--- config.mk ---
export PLATFORM = sky130hd
export DESIGN_NAME = morph_cell
export DESIGN_NICKNAME = d
export VERILOG_FILES = /design/src/design/morph_pkg.sv /design/src/design/morph_cell.sv
export SDC_FILE = /design/constraint.sdc
export NUM_CORES = 1
export LEC_CHECK = 0
export BUFFER_PORTS_ARGS = -buffer_cell sky130_fd_sc_hd__buf_2
export CORE_MARGIN = 3
export CORE_UTILIZATION = 37
export DETAILED_ROUTE_END_ITERATION = 6
export GPL_TIMING_DRIVEN = 0
export PLACE_DENSITY = 0.72
export SKIP_CTS_REPAIR_TIMING = 1
export SYNTH_ARGS = -nofsm -noshare
export SYNTH_HDL_FRONTEND = slang
export SYNTH_SLANG_ARGS = --single-unit
export TNS_END_PERCENT = 10
--- constraint.sdc ---
create_clock -name i_clk -period 0.81 [get_ports i_clk]
set_clock_uncertainty 0.15 [all_clocks]
set_input_delay 0.081 -clock i_clk [delete_from_list [all_inputs] [get_ports i_clk]]
set_output_delay 0.081 -clock i_clk [all_outputs]
set_load 0.005 [all_outputs]
--- src/design/morph_pkg.sv ---
// ----------------------------------------------------------------------------
// morph_pkg : shared types and constants for the 3x3 morphology block
// Pixel, window column and column-reduction types, register indexes and
// fixed field widths used by the top level and the window cells.
// ----------------------------------------------------------------------------
`default_nettype none

package morph_pkg;

    // fixed field widths
    localparam int PIX_W      = 8;
    localparam int WIDTH_W    = 11;
    localparam int HEIGHT_W   = 12;
    localparam int ROW_W      = 13;    // holds the last bordered row, height + 1
    localparam int CFG_IDX_W  = 2;
    localparam int CFG_DATA_W = 12;

    // frame geometry
    localparam int BORDER        = 1;
    localparam int WIN           = 2 * BORDER + 1;
    localparam int DEF_MAX_WIDTH = 1024;
    localparam int RST_WIDTH     = 320;
    localparam int RST_HEIGHT    = 240;

    // configuration register indexes
    typedef enum logic [CFG_IDX_W-1:0] {
        CFG_MODE   = 2'd0,
        CFG_WIDTH  = 2'd1,
        CFG_HEIGHT = 2'd2
    } t_cfg_idx;

    // operation select
    localparam logic MODE_ERODE  = 1'b0;
    localparam logic MODE_DILATE = 1'b1;

    typedef logic [PIX_W-1:0] t_pix;

    // one window column, top to bottom
    typedef struct packed {
        t_pix above2;
        t_pix above1;
        t_pix cur;
    } t_col;

    // line store entry: the two previous rows at one column
    typedef struct packed {
        t_pix older;
        t_pix newer;
    } t_line;

    // column reduced both ways, so a mode change never needs a refill
    typedef struct packed {
        t_pix all_and;
        t_pix any_or;
    } t_red;

    function automatic t_red f_col_red(input t_col col);
        t_red red;
        red.all_and = col.above2 & col.above1 & col.cur;
        red.any_or  = col.above2 | col.above1 | col.cur;
        return red;
    endfunction

endpackage

`default_nettype wire

--- src/design/morph_cell.sv ---
// ----------------------------------------------------------------------------
// morph_cell : one column cell of the 3x3 window chain
// Holds the AND and OR reduction of one window column and takes the value
// of its newer neighbor on every shift.
// ----------------------------------------------------------------------------
`default_nettype none

module morph_cell
    import morph_pkg::*;
(
    input  wire logic i_clk,
    input  wire logic i_rst_n,
    input  wire logic i_shift,
    input  wire t_red i_red,
    output t_red      o_red
);

    t_red r_red;
    t_red n_red;

    // load from the newer neighbor on a shift
    always_comb begin
        n_red = r_red;
        if (i_shift) begin
            n_red = i_red;
        end
    end

    always_ff @(posedge i_clk) begin
        if (!i_rst_n) begin
            r_red <= '0;
        end else begin
            r_red <= n_red;
        end
    end

    assign o_red = r_red;

endmodule

`default_nettype wire

======== Yosys cells after proc, flatten, opt, wreduce, memory -nomap -nowiden ========
Cells that the tools add are included.
word-level totals
  flip-flop bits (word level) ............. 16
  word-level logic and storage cells ...... 2

======== Longest topological paths before layout ========
Gate-level depths: netlist of run 1.
  depth in word-level cells ............... 0
  depth in mapped cells ................... 4
  gate-level depth less buffers ........... 2

======== Worst setup path after synthesis of run 1 ========
No wires, ideal clock.
  path type ............................... input to register
  start point ............................. in i_shift
  end point ............................... reg r_red, in the netlist o_red[10]
  setup time .............................. 116 ps
  arrival ................................. 553 ps
  required time ........................... 544 ps
  path slack .............................. -9 ps
  stages on the path ...................... 4
  buffers on the path ..................... 2
  cells stage by stage .................... buf_6 -> buf_12 -> mux2i_1 -> nor2b_1
RTL lines
  item                  line              RTL
  from (decl)           morph_cell.sv:13  input wire logic i_shift,
  to (signal assigned)  morph_cell.sv:33  r_red <= n_red;
  to (decl)             morph_cell.sv:18  t_red r_red;

======== Worst setup path after layout of run 1 ========
  start point ............................. reg r_red, in the netlist o_red[11]
  end point ............................... out o_red[11] (netlist bit)
RTL lines
  item       line              RTL
  to (decl)  morph_cell.sv:15  output t_red o_red
No word-level cell between the ends.

==> results.cfg, run 1 <==
[run_status]
status = complete, but fails checks
violations = negative hold slack, negative setup slack

[critical_path]
end_kind = output pin
crit_arrival_ns = 0.72
crit_required_ns = 0.58
path_class = reg2out
cp_cell_sequence = buf_2
critPathLaunchType = flip-flop
cp_max_fo = 2
cp_top_family = flip-flops
reg2regPathDepth = 2
crit_buf_inv = 1
cp_slowest_stage_delay_ns = 0.33
cp.depth = 1
cp_slowest_cell = dfxtp_2

[global_route]
grt_antenna_before_repair = 0
grt_first_pass_wirelength_mm = 1.80
track_usage = 0.113
grt_pass1_vias = 442
grt-ovfl-total = 0
grt_max_degree = 11

[pwr]
ir_worst_vdd_mv = 1.06
p_total_w = 0.00162
p_leak_nw = 0.454
p_per_area_nw_per_um2 = 1790

[routing]
drt-wirelength-per-cell_um = 11.5
dr.pass1.iters = 4
totalWireLength_mm = 1.20
drc_errors = 0
drtAntennaViolNets = 0
drtIter0Drc = 6
vias_per_cell = 4.52
vias = 470

[timing]
hold-worst-slack_ns = -0.0946
setup_ws_ns = -0.145
fmax_ghz = 1.05
finalSetupViolations = 16
setup_tns_ns = -2.21
hold_violations = 16
grt_setup_unrepaired = yes
finalCriticalPeriod_ns = 0.955
slew_violations = 0
relSlewSlack = 0.781
tightest_slew_ns = 0.329
final.period_utilization = 1.18

[logic_synthesis]
synthTopCellsByArea = dfxtp_1, mux2i_1, nor2b_1
syn-instance-count = 51
mappedNetlistArea_um2 = 616
synth.avg_cell_area_um2 = 12.1
synth_cell_types = 6
synth_fp_nets = 70
ys_warn_count = 0
synth_top_cell_area_share = 0.520
post-synth-top-area-cell = dfxtp_1
synth.yosys.seq_area_share = 0.520
synth_seq_cells = 16

[layout]
final_common_cell = buf_2
layout_common_cells = buf_2, mux2i_1, nor2b_1, dfxtp_2, buf_6
largest_reg_flops = 16
final_cell_area_um2 = 905
fin_nets = 108
syn_to_final_growth_pct = 47.0
post-route-util = 0.587
antennaDiodeCount = 0
drive_above_1_share = 0.625

[floorplan]
die_h_um = 46.8
rows = 14
dieArea_um2 = 2190
die_w_um = 46.8
initial_core_util = 0.399
ioPinCount = 35
core_area_um2 = 1540

[clock_network]
htreeDepth = 1
cts_sinks = 16
ctsLongestPathBuffers = 2
cts_tree = yes
cts_root_buffer = clkbuf_4
clock_latency_ns = 0.28
clkTransAtPathRegs_ns = 0.09
numCtsBuffers = 3

[place]
port_buffers = 33
dp_hpwl_um = 906
placed_area_um2 = 805
gp_congestion = 0.694

[worst_hold_path]
hold_path_class = in2reg
hold_depth = 3

[job]
drv_cap = 0
[per-stage QoR]
step / std cells / hold slack, ns / setup WS, ns
after floorplan: 51 / 0.0592 / 0.00518
after global placement: 100 / 0.187 / -0.0906
after detailed placement: 100 / 0.197 / -0.111
after CTS: 104 / -0.0954 / -0.169
after global routing: 104 / -0.0887 / -0.183
final: 104 / -0.0946 / -0.145
[where the power goes]
group          internal, W  switching, W  leakage [nW]  total [W]
clock             0.000273      0.000235        0.0210   0.000508
combinational     0.000156     0.0000870         0.295   0.000243
sequential        0.000842     0.0000252         0.138   0.000868
total              0.00127      0.000347         0.454    0.00162
[layer usage]
metal  global-route usage  vias to the layer above  wire (µm)
li1                     -                      241          -
met1                0.136                      217        474
met2                0.195                       12        664
met3               0.0230                        0         59
met4               0.0497                        0          0
met5                    0                        -          0
[tightest hold or removal path, cell delays in order]
cell     delay, ns
buf_2         0.07
mux2i_1       0.05
nor2b_1       0.09
[cell usage after synthesis]
master and n:
mux2i_1 16, dfxtp_1 16, nor2b_1 16, clkbuf_1 1
buf_6 1, buf_12 1
[final timing paths]
check                         start                     end  slack, ns
min                        i_red[9]   o_red[9]$_SDFFE_PN0P_      -0.09
max          o_red[11]$_SDFFE_PN0P_               o_red[11]      -0.14
max reg2reg   o_red[6]$_SDFFE_PN0P_   o_red[6]$_SDFFE_PN0P_       0.04
min reg2reg  o_red[13]$_SDFFE_PN0P_  o_red[13]$_SDFFE_PN0P_       0.36
[final cells by class]
type / count / area [µm²]
Tap cell: 16 / 20.0
Timing Repair Buffer: 33 / 209
Multi-Input combinational cell: 32 / 260
Buffer: 3 / 38.8
Clock buffer: 4 / 36.3
Fill cell: 147 / 637
Sequential cell: 16 / 340
[logic make-up after synthesis]
group         count (synthesis)  share of synthesized area
flops                        16                      0.520
simple gates                 16                      0.163
mux                          16                      0.260
buf+inv                       3                     0.0569
Note: power is estimated with default switching activity, not from simulation.
==> inputs of run 2 (changes only) <==
--- a/config.mk
+++ b/config.mk
@@ -6,11 +6,11 @@
 export NUM_CORES = 1
 export LEC_CHECK = 0
 export BUFFER_PORTS_ARGS = -buffer_cell sky130_fd_sc_hd__buf_2
-export CORE_MARGIN = 3
-export CORE_UTILIZATION = 37
+export CORE_MARGIN = 2
+export CORE_UTILIZATION = 41
 export DETAILED_ROUTE_END_ITERATION = 6
 export GPL_TIMING_DRIVEN = 0
-export PLACE_DENSITY = 0.72
+export PLACE_DENSITY = 0.75
 export SKIP_CTS_REPAIR_TIMING = 1
 export SYNTH_ARGS = -nofsm -noshare
 export SYNTH_HDL_FRONTEND = slang
==> constraint.sdc (replaced) <==
create_clock -name i_clk -period 0.9 [get_ports i_clk]
set_clock_uncertainty 0.15 [all_clocks]
set_input_delay 0.09 -clock i_clk [delete_from_list [all_inputs] [get_ports i_clk]]
set_output_delay 0.09 -clock i_clk [all_outputs]
set_load 0.005 [all_outputs]
==> results.cfg, run 2 (synthesized netlist as in run 1, its figures left out) <==
[run_status]
status = complete, but fails checks
violations = negative hold slack, negative setup slack

[critical_path]
cp_top_family = flip-flops
path_class = reg2out
cp_slowest_cell = dfxtp_2
end_kind = output pin
cp_slowest_stage_delay_ns = 0.33
crit_arrival_ns = 0.72
crit_buf_inv = 1
critPathLaunchType = flip-flop
cp_cell_sequence = buf_2
crit_required_ns = 0.66
cp_max_fo = 2

[job]
drv_cap = 0

[global_route]
grt-ovfl-total = 0
grt_pass1_vias = 464
track_usage = 0.143
grt_first_pass_wirelength_mm = 1.93
grt_antenna_before_repair = 0
grt_max_degree = 11

[timing]
slew_violations = 0
setup_tns_ns = -0.849
fmax_ghz = 1.04
relSlewSlack = 0.788
hold-worst-slack_ns = -0.0807
tightest_slew_ns = 0.318
finalCriticalPeriod_ns = 0.961
finalSetupViolations = 16
final.period_utilization = 1.07
hold_violations = 14
grt_setup_unrepaired = yes
setup_ws_ns = -0.0611

[pwr]
p_comb_frac = 0.155
ir_worst_vdd_mv = 0.956
p_per_area_nw_per_um2 = 1530
swShare = 0.222
pwr-share-clk = 0.265
p_seq_frac = 0.580
p_leak_nw = 0.448
intPower_w = 0.00104
p_total_w = 0.00134
p_switching_w = 0.000298

[place]
port_buffers = 33
gp_congestion = 0.634
dp_hpwl_um = 894

[clock_network]
cts_root_buffer = clkbuf_4
cts_tree = yes
htreeDepth = 1
numCtsBuffers = 3
ctsLongestPathBuffers = 2
cts_sinks = 16
clock_latency_ns = 0.27
clkTransAtPathRegs_ns = 0.09

[layout]
nFillCells = 131
final_common_cell = buf_2
syn_to_final_growth_pct = 42.1
fin_nets = 110
layout_common_cells = buf_2, mux2i_1, nor2b_1, dfxtp_2
drive_above_1_share = 0.607
largest_reg_flops = 16
antennaDiodeCount = 0

[routing]
vias = 474
drtIter0Drc = 0
drc_errors = 0
drt-wirelength-per-cell_um = 11.3
dr.pass1.iters = 1
vias_per_cell = 4.56
drtAntennaViolNets = 0
totalWireLength_mm = 1.18

[floorplan]
initial_core_util = 0.456
die_w_um = 42.8
die_h_um = 42.8
rows = 13
ioPinCount = 35
dieArea_um2 = 1830
core_area_um2 = 1350

[worst_hold_path]
hold_path_class = in2reg
## run 2: cell types whose count changed in the layout (fill, tap and decap cells not counted)
cell / before / now
buf_2: 26 / 31
buf_6: 7 / 3
dlygate4sd3_1: 0 / 2
buf_8: 1 / 0
clkbuf_8: 1 / 0
## run 2: area by class of cell
type                            count  area, µm²  share of cell area
Buffer                              3       35.0              0.0401
Clock buffer                        3       22.5              0.0258
Multi-Input combinational cell     32        260               0.298
Sequential cell                    16        340               0.389
Timing Repair Buffer               35        198               0.226
Tap cell                           15       18.8              0.0215
## run 2: final timing paths
| kind | start | endpoint | slack, ns | depth (start not counted) |
|---|---|---|---|---|
| worst max register to register | o_red[15]$_SDFFE_PN0P_ | o_red[15]$_SDFFE_PN0P_ | 0.12 | 2 |
| worst min register to register | o_red[13]$_SDFFE_PN0P_ | o_red[13]$_SDFFE_PN0P_ | 0.36 | 2 |
| worst min-delay path | i_red[10] | o_red[10]$_SDFFE_PN0P_ | -0.08 | 3 |
| worst max-delay path | o_red[12]$_SDFFE_PN0P_ | o_red[12] | -0.06 | 1 |
## run 2: stage by stage
step / cell area [µm²] / setup WS, ns / cells / util
finish: 875 / -0.0611 / 104 / 0.648
global route: 875 / -0.0968 / 104 / 0.648
CTS: 822 / -0.0886 / 102 / 0.609
detailed placement: 800 / -0.0254 / 99 / 0.592
global placement: 800 / -0.00936 / 99 / 0.592
floorplan: 616 / 0.0721 / 51 / -
## run 2: power by group through the flow
stage	clock [W]	combinational, W	sequential [W]
after floorplan	0	0.000102	0.000790
after global placement	0	0.000194	0.000783
after detailed placement	0	0.000199	0.000785
final	0.000355	0.000208	0.000777
after global routing	0.000402	0.000232	0.000783
after CTS	0.000371	0.000199	0.000769
## run 2: layer usage
layer  wire, µm  global-route usage  share of wire
met1        433               0.159           0.37
met2        645               0.236           0.55
met3         50              0.0128          0.043
met4         46               0.131          0.039
met5          0                   0              0
